## src/rtl/llfq_pkg.sv

```systemverilog
// Package for the linked-list FIFO queue: sequencer states, operation and
// status codes, and the structs passed between the sequencer and the store.
// Depends on nothing.
package llfq_pkg;

  localparam int DATA_W = 32;

  localparam logic OP_ADD    = 1'b0;
  localparam logic OP_REMOVE = 1'b1;

  typedef enum logic [1:0] {
    ST_ADDED   = 2'd0,
    ST_FULL    = 2'd1,
    ST_REMOVED = 2'd2,
    ST_EMPTY   = 2'd3
  } status_t;

  typedef enum logic [1:0] {
    S_IDLE,
    S_SCAN,
    S_WALK,
    S_DONE
  } state_t;

  typedef struct packed {
    logic data_we;
    logic link_we;
    logic valid_set;
    logic valid_clr;
  } store_ctrl_t;

  typedef struct packed {
    status_t                   status;
    logic signed [DATA_W-1:0]  value;
  } result_t;

endpackage

```

## src/rtl/llfq_if.sv

```systemverilog
// Request and result channel interfaces for the linked-list FIFO queue.
// Depends on llfq_pkg.
interface llfq_in_if;
  logic                              valid;
  logic                              ready;
  logic                              operation;
  logic signed [llfq_pkg::DATA_W-1:0] push_value;

  modport source (output valid, output operation, output push_value, input ready);
  modport sink   (input valid, input operation, input push_value, output ready);
endinterface

interface llfq_out_if;
  logic                              valid;
  logic                              ready;
  llfq_pkg::status_t                 status;
  logic signed [llfq_pkg::DATA_W-1:0] pop_value;

  modport source (output valid, output status, output pop_value, input ready);
  modport sink   (input valid, input status, input pop_value, output ready);
endinterface

```

## src/rtl/llfq_store.sv

```systemverilog
// Entry table of the queue: data and link memories with registered reads,
// plus the per-entry valid flags. Depends on llfq_pkg.
module llfq_store #(
  parameter int ENTRIES = 16
) (
  input  logic                                 clk,
  input  logic                                 rst_n,
  input  llfq_pkg::store_ctrl_t                ctrl,
  input  logic [$clog2(ENTRIES)-1:0]           wr_addr,
  input  logic [llfq_pkg::DATA_W-1:0]          wr_data,
  input  logic [$clog2(ENTRIES+1)-1:0]         wr_link,
  input  logic [$clog2(ENTRIES)-1:0]           clr_addr,
  input  logic [$clog2(ENTRIES)-1:0]           rd_addr,
  output logic [llfq_pkg::DATA_W-1:0]          rd_data,
  output logic [$clog2(ENTRIES+1)-1:0]         rd_link,
  input  logic [$clog2(ENTRIES)-1:0]           scan_addr,
  output logic                                 scan_free
);
  import llfq_pkg::*;

  localparam int LW = $clog2(ENTRIES+1);
  localparam logic [LW-1:0] NULL_LINK = LW'(ENTRIES);

  logic [DATA_W-1:0]  data_mem [ENTRIES];
  logic [LW-1:0]      link_mem [ENTRIES];
  logic [ENTRIES-1:0] valid_r;
  logic [DATA_W-1:0]  rd_data_r;
  logic [LW-1:0]      rd_link_r;
  logic               rd_valid_r;

  always_ff @(posedge clk) begin
    if (ctrl.data_we) begin
      data_mem[wr_addr] <= wr_data;
    end
    rd_data_r <= data_mem[rd_addr];
  end

  always_ff @(posedge clk) begin
    if (ctrl.link_we) begin
      link_mem[wr_addr] <= wr_link;
    end
    rd_link_r  <= link_mem[rd_addr];
    rd_valid_r <= valid_r[rd_addr];
  end

  always_ff @(posedge clk) begin
    if (!rst_n) begin
      valid_r <= '0;
    end else begin
      if (ctrl.valid_set) begin
        valid_r[wr_addr] <= 1'b1;
      end
      if (ctrl.valid_clr) begin
        valid_r[clr_addr] <= 1'b0;
      end
    end
  end

  // A free entry reads as having no older link.
  assign rd_link   = rd_valid_r ? rd_link_r : NULL_LINK;
  assign rd_data   = rd_data_r;
  assign scan_free = !valid_r[scan_addr];

endmodule

```

## src/rtl/llfq_seq.sv

```systemverilog
// Sequencer of the queue: scans for a free entry on an add and walks the
// link chain on a remove, one entry per cycle. Depends on llfq_pkg.
module llfq_seq #(
  parameter int ENTRIES = 16
) (
  input  logic                                 clk,
  input  logic                                 rst_n,
  input  logic                                 in_valid,
  output logic                                 in_ready,
  input  logic                                 in_op,
  input  logic [llfq_pkg::DATA_W-1:0]          in_value,
  output logic                                 done_valid,
  input  logic                                 done_ready,
  output llfq_pkg::result_t                    done_res,
  output llfq_pkg::store_ctrl_t                ctrl,
  output logic [$clog2(ENTRIES)-1:0]           wr_addr,
  output logic [llfq_pkg::DATA_W-1:0]          wr_data,
  output logic [$clog2(ENTRIES+1)-1:0]         wr_link,
  output logic [$clog2(ENTRIES)-1:0]           clr_addr,
  output logic [$clog2(ENTRIES)-1:0]           rd_addr,
  input  logic [llfq_pkg::DATA_W-1:0]          rd_data,
  input  logic [$clog2(ENTRIES+1)-1:0]         rd_link,
  output logic [$clog2(ENTRIES)-1:0]           scan_addr,
  input  logic                                 scan_free
);
  import llfq_pkg::*;

  localparam int IW = $clog2(ENTRIES);
  localparam int LW = $clog2(ENTRIES+1);
  localparam logic [LW-1:0] NULL_LINK = LW'(ENTRIES);
  localparam logic [IW-1:0] LAST_IDX  = IW'(ENTRIES-1);

  state_t            state_r, state_nxt;
  logic [DATA_W-1:0] push_r, push_nxt;
  logic [IW-1:0]     cnt_r, cnt_nxt, cnt_inc;
  logic [IW-1:0]     cur_r, cur_nxt;
  logic [LW-1:0]     prev_r, prev_nxt;
  logic [LW-1:0]     newest_r, newest_nxt;
  result_t           res_r, res_nxt;
  logic              newest_is_idx, link_is_idx, prev_is_idx;

  always_ff @(posedge clk) begin
    if (!rst_n) begin
      state_r  <= S_IDLE;
      newest_r <= NULL_LINK;
    end else begin
      state_r  <= state_nxt;
      newest_r <= newest_nxt;
    end
  end

  always_ff @(posedge clk) begin
    push_r <= push_nxt;
    cnt_r  <= cnt_nxt;
    cur_r  <= cur_nxt;
    prev_r <= prev_nxt;
    res_r  <= res_nxt;
  end

  // The one incrementer serves as scan index on an add and step count on a remove.
  assign cnt_inc       = cnt_r + IW'(1);
  assign newest_is_idx = newest_r < NULL_LINK;
  assign link_is_idx   = rd_link < NULL_LINK;
  assign prev_is_idx   = prev_r < NULL_LINK;
  assign scan_addr     = cnt_r;
  assign clr_addr      = cur_r;
  assign wr_data       = push_r;
  assign done_res      = res_r;

  always_comb begin
    state_nxt  = state_r;
    push_nxt   = push_r;
    cnt_nxt    = cnt_r;
    cur_nxt    = cur_r;
    prev_nxt   = prev_r;
    newest_nxt = newest_r;
    res_nxt    = res_r;
    ctrl       = '0;
    wr_addr    = cnt_r;
    wr_link    = newest_r;
    rd_addr    = newest_r[IW-1:0];
    in_ready   = 1'b0;
    done_valid = 1'b0;
    unique case (state_r)
      S_IDLE: begin
        in_ready = 1'b1;
        if (in_valid) begin
          push_nxt = in_value;
          cnt_nxt  = '0;
          if (in_op == OP_ADD) begin
            state_nxt = S_SCAN;
          end else if (!newest_is_idx) begin
            res_nxt   = '{status: ST_EMPTY, value: '0};
            state_nxt = S_DONE;
          end else begin
            cur_nxt   = newest_r[IW-1:0];
            prev_nxt  = NULL_LINK;
            state_nxt = S_WALK;
          end
        end
      end
      S_SCAN: begin
        if (scan_free) begin
          ctrl.data_we   = 1'b1;
          ctrl.link_we   = 1'b1;
          ctrl.valid_set = 1'b1;
          newest_nxt     = LW'(cnt_r);
          res_nxt        = '{status: ST_ADDED, value: '0};
          state_nxt      = S_DONE;
        end else if (cnt_r == LAST_IDX) begin
          res_nxt   = '{status: ST_FULL, value: '0};
          state_nxt = S_DONE;
        end else begin
          cnt_nxt = cnt_inc;
        end
      end
      S_WALK: begin
        if (link_is_idx && (cnt_r != LAST_IDX)) begin
          prev_nxt = LW'(cur_r);
          cur_nxt  = rd_link[IW-1:0];
          rd_addr  = rd_link[IW-1:0];
          cnt_nxt  = cnt_inc;
        end else begin
          // The current entry is the oldest: free it and cut the link to it.
          ctrl.valid_clr = 1'b1;
          if (prev_is_idx) begin
            ctrl.link_we = 1'b1;
            wr_addr      = prev_r[IW-1:0];
            wr_link      = NULL_LINK;
          end else begin
            newest_nxt = NULL_LINK;
          end
          res_nxt   = '{status: ST_REMOVED, value: rd_data};
          state_nxt = S_DONE;
        end
      end
      S_DONE: begin
        done_valid = 1'b1;
        if (done_ready) begin
          state_nxt = S_IDLE;
        end
      end
      default: begin
        state_nxt = S_IDLE;
      end
    endcase
  end

endmodule

```

## src/rtl/linked_list_fifo_queue_core.sv

```systemverilog
// Top level of the linked-list FIFO queue: sequencer, entry table and the
// result register. Depends on llfq_pkg, llfq_if, llfq_seq and llfq_store.
//
// Usage: each request on in_req either adds push_value to the queue
// (operation 0) or removes the oldest value (operation 1). Every request
// gives exactly one result on out_rsp: status 0 added, 1 full, 2 removed
// with the value in pop_value, 3 empty. pop_value is zero unless removed.
// The queue lives in a table of ENTRIES entries linked from newest to
// oldest; one request is worked on at a time and in_req.ready is high
// only while the sequencer is idle.
// Timing: an add scans the valid flags one entry per cycle up to the
// lowest free one, or through the whole table when it is full. A remove
// follows one link per cycle through the registered link-memory read,
// and needs no walk when the queue is empty. The result is registered in
// the sequencer's done state and then shown from the output register.
// Stalls: the result waits in an output register; the next request is
// accepted and worked on meanwhile, and its result is held back in the
// sequencer until the register frees up.
// Reset (synchronous, rst_n low) empties the queue at once: every entry
// is marked free and no result is pending.
module linked_list_fifo_queue_core #(
  parameter int ENTRIES = 16
) (
  input  logic              clk,
  input  logic              rst_n,
  llfq_in_if.sink           in_req,
  llfq_out_if.source        out_rsp
);
  import llfq_pkg::*;

  localparam int IW = $clog2(ENTRIES);
  localparam int LW = $clog2(ENTRIES+1);

  store_ctrl_t       ctrl;
  logic [IW-1:0]     wr_addr, clr_addr, rd_addr, scan_addr;
  logic [DATA_W-1:0] wr_data, rd_data;
  logic [LW-1:0]     wr_link, rd_link;
  logic              scan_free;
  logic              done_valid, done_ready;
  result_t           done_res;
  logic              out_valid_r;
  result_t           out_res_r;

  llfq_seq #(.ENTRIES(ENTRIES)) u_seq (
    .clk        (clk),
    .rst_n      (rst_n),
    .in_valid   (in_req.valid),
    .in_ready   (in_req.ready),
    .in_op      (in_req.operation),
    .in_value   (in_req.push_value),
    .done_valid (done_valid),
    .done_ready (done_ready),
    .done_res   (done_res),
    .ctrl       (ctrl),
    .wr_addr    (wr_addr),
    .wr_data    (wr_data),
    .wr_link    (wr_link),
    .clr_addr   (clr_addr),
    .rd_addr    (rd_addr),
    .rd_data    (rd_data),
    .rd_link    (rd_link),
    .scan_addr  (scan_addr),
    .scan_free  (scan_free)
  );

  llfq_store #(.ENTRIES(ENTRIES)) u_store (
    .clk        (clk),
    .rst_n      (rst_n),
    .ctrl       (ctrl),
    .wr_addr    (wr_addr),
    .wr_data    (wr_data),
    .wr_link    (wr_link),
    .clr_addr   (clr_addr),
    .rd_addr    (rd_addr),
    .rd_data    (rd_data),
    .rd_link    (rd_link),
    .scan_addr  (scan_addr),
    .scan_free  (scan_free)
  );

  // The result register takes a new result when empty or being drained.
  assign done_ready = !out_valid_r || out_rsp.ready;

  always_ff @(posedge clk) begin
    if (!rst_n) begin
      out_valid_r <= 1'b0;
    end else if (done_valid && done_ready) begin
      out_valid_r <= 1'b1;
    end else if (out_rsp.ready) begin
      out_valid_r <= 1'b0;
    end
  end

  always_ff @(posedge clk) begin
    if (done_valid && done_ready) begin
      out_res_r <= done_res;
    end
  end

  assign out_rsp.valid     = out_valid_r;
  assign out_rsp.status    = out_res_r.status;
  assign out_rsp.pop_value = out_res_r.value;

endmodule

```

## src/flat_wrapper.sv

```systemverilog
// flat-port wrapper written by rule: the top's interface ports become plain ports
module linked_list_fifo_queue_core_flat import llfq_pkg::*;
#(
  parameter int ENTRIES = 16
)
  (clk, rst_n, in_req_valid, in_req_operation, in_req_push_value, in_req_ready, out_rsp_valid, out_rsp_status, out_rsp_pop_value, out_rsp_ready);
  llfq_in_if in_req_i ();
  llfq_out_if out_rsp_i ();
  input  logic clk;
  input  logic rst_n;
  input wire logic [$bits(in_req_i.valid)-1:0] in_req_valid;
  input wire logic [$bits(in_req_i.operation)-1:0] in_req_operation;
  input wire logic [$bits(in_req_i.push_value)-1:0] in_req_push_value;
  output wire logic [$bits(in_req_i.ready)-1:0] in_req_ready;
  output wire logic [$bits(out_rsp_i.valid)-1:0] out_rsp_valid;
  output wire logic [$bits(out_rsp_i.status)-1:0] out_rsp_status;
  output wire logic [$bits(out_rsp_i.pop_value)-1:0] out_rsp_pop_value;
  input wire logic [$bits(out_rsp_i.ready)-1:0] out_rsp_ready;
  assign in_req_i.valid = in_req_valid;
  assign in_req_i.operation = in_req_operation;
  assign in_req_i.push_value = in_req_push_value;
  assign in_req_ready = in_req_i.ready;
  assign out_rsp_valid = out_rsp_i.valid;
  assign out_rsp_status = out_rsp_i.status;
  assign out_rsp_pop_value = out_rsp_i.pop_value;
  assign out_rsp_i.ready = out_rsp_ready;
  linked_list_fifo_queue_core #(.ENTRIES(ENTRIES)) u_core (.clk(clk), .rst_n(rst_n), .in_req(in_req_i), .out_rsp(out_rsp_i));
endmodule
```

## config.mk

```make
export PLATFORM = sky130hd
export DESIGN_NAME = linked_list_fifo_queue_core_flat
export DESIGN_NICKNAME = d
export VERILOG_FILES = /design/src/rtl/llfq_pkg.sv /design/src/rtl/llfq_if.sv /design/src/rtl/llfq_store.sv /design/src/rtl/llfq_seq.sv /design/src/rtl/linked_list_fifo_queue_core.sv /design/src/flat_wrapper.sv
export SDC_FILE = /design/constraint.sdc
export NUM_CORES = 1
export LEC_CHECK = 0
export ABC_AREA = 1
export BUFFER_PORTS_ARGS = -buffer_cell sky130_fd_sc_hd__buf_4
export CORE_UTILIZATION = 45
export DETAILED_ROUTE_END_ITERATION = 16
export PLACE_DENSITY = 0.72
export SLEW_MARGIN = 10
export SYNTH_ARGS = -nofsm -noshare
export SYNTH_HDL_FRONTEND = slang
export SYNTH_SLANG_ARGS = --single-unit
```

## constraint.sdc

```tcl
create_clock -name clk -period 4.7 [get_ports clk]
set_clock_uncertainty 0.1 [all_clocks]
set_input_delay 0.705 -clock clk [delete_from_list [all_inputs] [get_ports clk]]
set_output_delay 0.705 -clock clk [all_outputs]
set_load 0.03 [all_outputs]
```

# Word level (Yosys, flattened, before mapping)
# Memory sizes are Yosys's and may differ from the RTL's. A register that Yosys moved wholly into a read port is not among the register bits.
# Index checks and enable logic that the tools add are counted.
# word_totals
register_bits	138
mem_bits_rw	592
word_cells	132
n_memories	2
# op_classes
addsub	1
order_cmp	9
eq_ne	17
muxes	70
bitwise	3
n_reduce_logical	17
# memory_table
memory	words	word_bits	read_ports	rd_clocked_by_memory_dff	write_ports	line	rtl
u_core.u_store.data_mem	16	32	1	1	1	llfq_store.sv:24	logic [DATA_W-1:0] data_mem [ENTRIES];
u_core.u_store.link_mem	16	5	1	1	1	llfq_store.sv:25	logic [LW-1:0] link_mem [ENTRIES];
# ops
operator	n
$mux W34	6
$pmux W34 S3	1
$mux W5	11
$mux W4	13
$mux W16	3
$lt A4 B5 Y1 const B	4
$ne A2 B2 Y1 const B	10
$pmux W5 S2	2
$mux W1	19
$and A16 B16 Y16	1
$not A16 Y16	1
$or A16 B16 Y16	1
$lt A5 B5 Y1 const B	3
$mux W2	6
$pmux W4 S3	1
$reduce_and A5 Y1	2
$bmux W1 S4	2
$demux W1 S4	2
$ge A4 B1 Y1 const B	2
$pmux W2 S4	1
$pmux W4 S2	1
$reduce_and A4 Y1	2
$reduce_and A6 Y1	1
$reduce_bool A2 Y1	3
15 further kinds	19

# Longest topological paths before layout
# logic_depth
ltp_word	14
depth_mapped	14
mapped_depth_nobuf	13

# Hierarchy
# Synthesis repeated with hierarchy kept, for this count alone.
# unflattened
cells_unflattened	3012
hier_area_um2	31978.2
# modules_own_cells
mod	n_inst	cells_per_inst	area_per_inst_um2
llfq_store	1	2680	27447.6
llfq_seq	1	291	3458.3
linked_list_fifo_queue_core	1	41	1072.3

# Worst setup path after synthesis
# OpenSTA, ideal clock, no wires.
# synth_timing
kind	register to register
from	reg u_core.u_seq.cnt_r[1] (netlist: u_core.u_seq.scan_addr[1])
to	mem u_core.u_store.data_mem[14][0], enable pin
arrival_time_ps	2980
setup_slack_ps	1197
path_stages_with_launch	11
n_path_buf	0
synth_period_minus_slack_ps	3503
cell_sequence	edfxtp_1 -> ha_1 -> nand3_2 -> nand2_1 -> nand2_2 -> nand2_1 -> o21ai_2 -> inv_1 -> nor2_1 -> nand2_1 -> nor2_1
# synth_between
elab_chain_len	6
# synth_lines
element	line	rtl
start: declaration	llfq_seq.sv:35	logic [IW-1:0] cnt_r, cnt_nxt, cnt_inc;
start signal: assignment	llfq_seq.sv:54	cnt_r <= cnt_nxt;
$bmux W1 S4	llfq_store.sv:62	assign scan_free = !valid_r[scan_addr];
$mux W1 (implied by the code)	llfq_store.sv:62	
$mux W3	llfq_seq.sv:103	if (scan_free) begin
$mux W1	llfq_seq.sv:84	unique case (state_r)
$mux W1	llfq_store.sv:32	if (ctrl.data_we) begin
$mux W1 (implied by the code)	llfq_store.sv:33	data_mem[wr_addr] <= wr_data;
end: declaration	llfq_store.sv:24	
# Several ways; a longest one is shown, not always the timed one. The select of a mux whose other input is x is not followed.

# Worst setup path in the final report
# layout_timing
from	reg u_core.u_seq.state_r[0]
to	mem u_core.u_store.data_mem[0][12], enable pin
# layout_between
elab_chain_len	4
# layout_lines
element	line	rtl
start: declaration	llfq_seq.sv:33	state_t state_r, state_nxt;
start signal: assignment	llfq_seq.sv:47	state_r <= state_nxt;
$eq A2 B1 Y1	llfq_seq.sv:84	
$mux W1	llfq_seq.sv:84	
$mux W1	llfq_store.sv:32	
$mux W1 (implied by the code)	llfq_store.sv:33	
# Several ways; a longest one is shown, not always the timed one.

==> metrics.md <==
| Metric | Value |
|---|---|
| WL met1 | 30890 um |
| VDD IR-drop max | 0.2849 mV |
| Yosys reg bits | 767 |
| Area contributors post-synth | edfxtp_1 67%, nand2_1 10%, nand3_1 7.6% |
| Routability congestion estimate from global placement | 0.8961 |
| First-pass GRT wire length | 113100 um |
| Sequential fraction of the synthesis area | 0.7066 |
| Switching Fraction | 0.3165 |
| First DRT Iteration DRCs | 2296 |
| Sequential Area | 22410 um^2 |
| Synthesis-to-finish area growth | 13.44% |
| CTS tree | yes |
| Worst path slowest cell | nor2_4 |
| Leakage power | 14.85 nW |
| Cell Area, Synth | 31720 um^2 |
| Residual DRC count | 0 |
| Fin. max-slew vios | 0 |
| Syn_nets | 3012 |
| CP Cell Sequence | inv_1 -> ha_1 -> inv_1 -> nor2_1 -> nand2_2 -> o21ai_2 -> inv_1 -> nor2_1 -> nand2_1 -> nor2_4 -> buf_4 |
| Crit-path max FO | 21 |
| Die extent in y | 267.5 um |
| Worst path most repeated cell | inv_1 |
| Post-CTS sizing | 0 |
| N_diodes | 0 |
| Clk pwr share | 0.315 |
| Die X | 267.5 um |
| DR pass1 iterations | 5 |
| Total Wirelength | 74410 um |
| Metal3 WL | 5748 um |
| Logic gate share of total power | 0.214 |
| GRT Util Overall | 0.2093 |
| Post-CTS Setup Inserts | 0 |
| Final hold slack | 158.8 ps |
| CORE AREA | 69190 um^2 |
| Path type of the worst setup path | flop to flop |
| CTS Buf Count | 75 |
| RSZ-0062 raised after global routing | false |
| Worst Path Required | 4910 ps |
| Wirelength per Cell | 18.53 um |
| CP Data Arrival Time | 4000 ps |
| Final WS setup | 911.1 ps |
| Initial antenna violation count | 0 |
| # setup viols final | 0 |
| CTS Hold Bufs | 0 |
| Syn_area_per_cell | 10.68 um^2 |
| Via count | 20520 |
| Design area | 35980 um^2 |
| Root buffer cell | clkbuf_16 |
| Fillcell total | 5850 |
| YS warnings | 0 |
| Pint | 13.46 mW |
| Met2 wire length | 35620 um |
| Vias per cell | 5.108 |
| Pwr dens | 547.1 nW/um^2 |
| Starting Density | 0.4585 |
| Boundary Pins | 73 |
| Clk pin slew, worst setup/hold paths | 60 ps |
| Max incr delay on CP | 720 ps |
| Period utilization | 0.8061 |
| Critical Path End Type | flop |
| Worst Tran Pin Value | 1166 ps |
| Die area | 71550 um^2 |
| Area leader, netlist | edfxtp_1 |
| CTS Buffer Depth | 3 |
| Top sig layer | met4 |
| Final hold vios | 0 |
| Total power | 19.69 mW |
| Status | complete, no violations |
| Post-Place Cell Area | 33410 um^2 |
| H-tree depth | 3 |
| Pin count of the biggest net entering global routing | 214 |
| NetSw | 6.230 mW |
| Layout cells sized above 1 | 0.08979 |
| CP Launch Type | flop |
| Fmax | 0.2639 GHz |
| DP HPWL | 42130 um |
| Multi-input gate area | 6954 um^2 |
| NumNets Final | 3066 |
| Max Cap Viol | 0 |
| Clock sink count | 767 |
| Post-place setup slack | 927.0 ps |
| Reg-to-reg setup timing slack | 910 ps |
| Share of Yosys cell area claimed by the top area cell type | 0.6674 |
| FP Rows | 96 |
| Worst-Skew Late Latency | 620 ps |
| Slew headroom | 0.2205 |
| Worst Hold Class | primary input to flop |
| Post-Route Setup TNS | 0 ps |
| Vias in the first global route | 19450 |
| I/O Buffers | 72 |
| Post-synth cell types | 29 |
| Flop pwr share | 0.471 |
| Post-detailed-route count of antenna-violating nets | 0 |
| Synth Instances | 2969 |
| Total gr overflow | 0 |
| Final min period | 3789 ps |
[routing by layer]
metal / global-route usage / up-vias
met1: 0.2809 / 9795
li1: - / 9752
met5: 0 / -
met4: 0.07892 / 0
met2: 0.3441 / 837
met3: 0.03200 / 131
[cells in the final DEF, fill, tap and decap left out, drive strengths merged, types with 6 or more instances in the layout]
master,n
nand2,864
edfxtp,705
inv,510
nand3,484
nor2,133
buf,113
clkbuf,99
dfxtp,62
nand3b,37
clkinv,25
o21ai,16
bufinv,9
a21oi,7
ha,6
[worst paths after layout]
kind	from	end	depth (start not counted)
worst max-delay path	u_core.u_seq.state_r[0]$_SDFFE_PN0P_	u_core.u_store.data_mem[0][12]$_DFFE_PP_	11
worst min register to register	u_core.u_seq.done_res[4]$_DFFE_PP_	u_core.out_rsp.pop_value[4]$_DFFE_PP_	0
worst min-delay path	in_req_push_value[15]	u_core.u_seq.wr_data[15]$_DFFE_PP_	1
worst max register to register	u_core.u_seq.state_r[0]$_SDFFE_PN0P_	u_core.u_store.data_mem[0][12]$_DFFE_PP_	11
[state kept, by name (all words and copies together), names as in the netlist, 4 cells and up]
register	cells
u_core.u_seq.prev_r	5
u_core.u_store.rd_link_r	5
u_core.out_rsp.pop_value	32
u_core.u_seq.clr_addr	4
u_core.u_store.rd_data	32
u_core.u_seq.wr_data	32
u_core.u_seq.done_res	34
u_core.u_store.link_mem	80
u_core.u_seq.newest_r	5
u_core.u_seq.scan_addr	4
u_core.u_store.data_mem	512
u_core.u_store.valid_r	16
[power by group through the flow]
stage          combinational [mW]  sequential, mW  clock [mW]
2_1_floorplan                2.69            9.22           0
3_3_place_gp                 4.13            9.39           0
3_5_place_dp                 4.18            9.41           0
4_1_cts                      4.21            9.27        6.26
5_1_grt                      4.64            9.35        6.53
6_report                     4.22            9.27        6.20
[cell type report]
class / instances / share of cell area
Multi-Input combinational cell: 1559 / 0.1933
Inverter: 507 / 0.05317
Clock buffer: 99 / 0.05835
Sequential cell: 767 / 0.6228
Clock inverter: 40 / 0.01297
Timing Repair Buffer: 113 / 0.02705
Tap cell: 931 / 0.03237
[Yosys cell counts]
master,count
o21ai_0,9
nor2_2,1
ha_1,6
xnor2_1,1
inv_2,7
nand3_2,1
o21ai_1,1
nor2_4,1
a2111oi_0,1
nor2_1,131
or2_2,1
nand2_1,861
o21ai_4,1
inv_1,500
o2111ai_1,1
nor3_1,5
o21ai_2,5
nand3_1,482
nand4_1,3
clkbuf_1,35
edfxtp_1,705
nand3_4,1
a21oi_1,7
buf_1,7
nand2_2,3
buf_2,93
dfxtp_1,62
buf_4,1
nand3b_1,37
[cells by family after synthesis]
kind of cell,count (synthesis),synth area share
AND/OR/NAND/NOR,1527,0.2058
flip-flops,767,0.7066
buffers and inverters,643,0.07988
AO/OA/AOI/OAI,25,0.005128
XOR/XNOR,1,0.0002762
adder cells (fa/ha/maj),6,0.002367
[metrics by stage]
step	instances	utilization
6_report	4016	0.5201
5_1_grt	4016	0.5201
4_1_cts	4016	0.5201
3_5_place_dp	3877	0.4830
3_3_place_gp	3877	0.4830
2_1_floorplan	2969	-
[worst max-delay path: cells and delay by family (launching register included)]
family / cells / cell delay (ps)
simple gates: 5 / 1540
buf+inv: 4 / 820
fa+ha+maj: 1 / 500
flops: 1 / 340
compound gates: 1 / 190
Power figures use the tool's default switching activity.
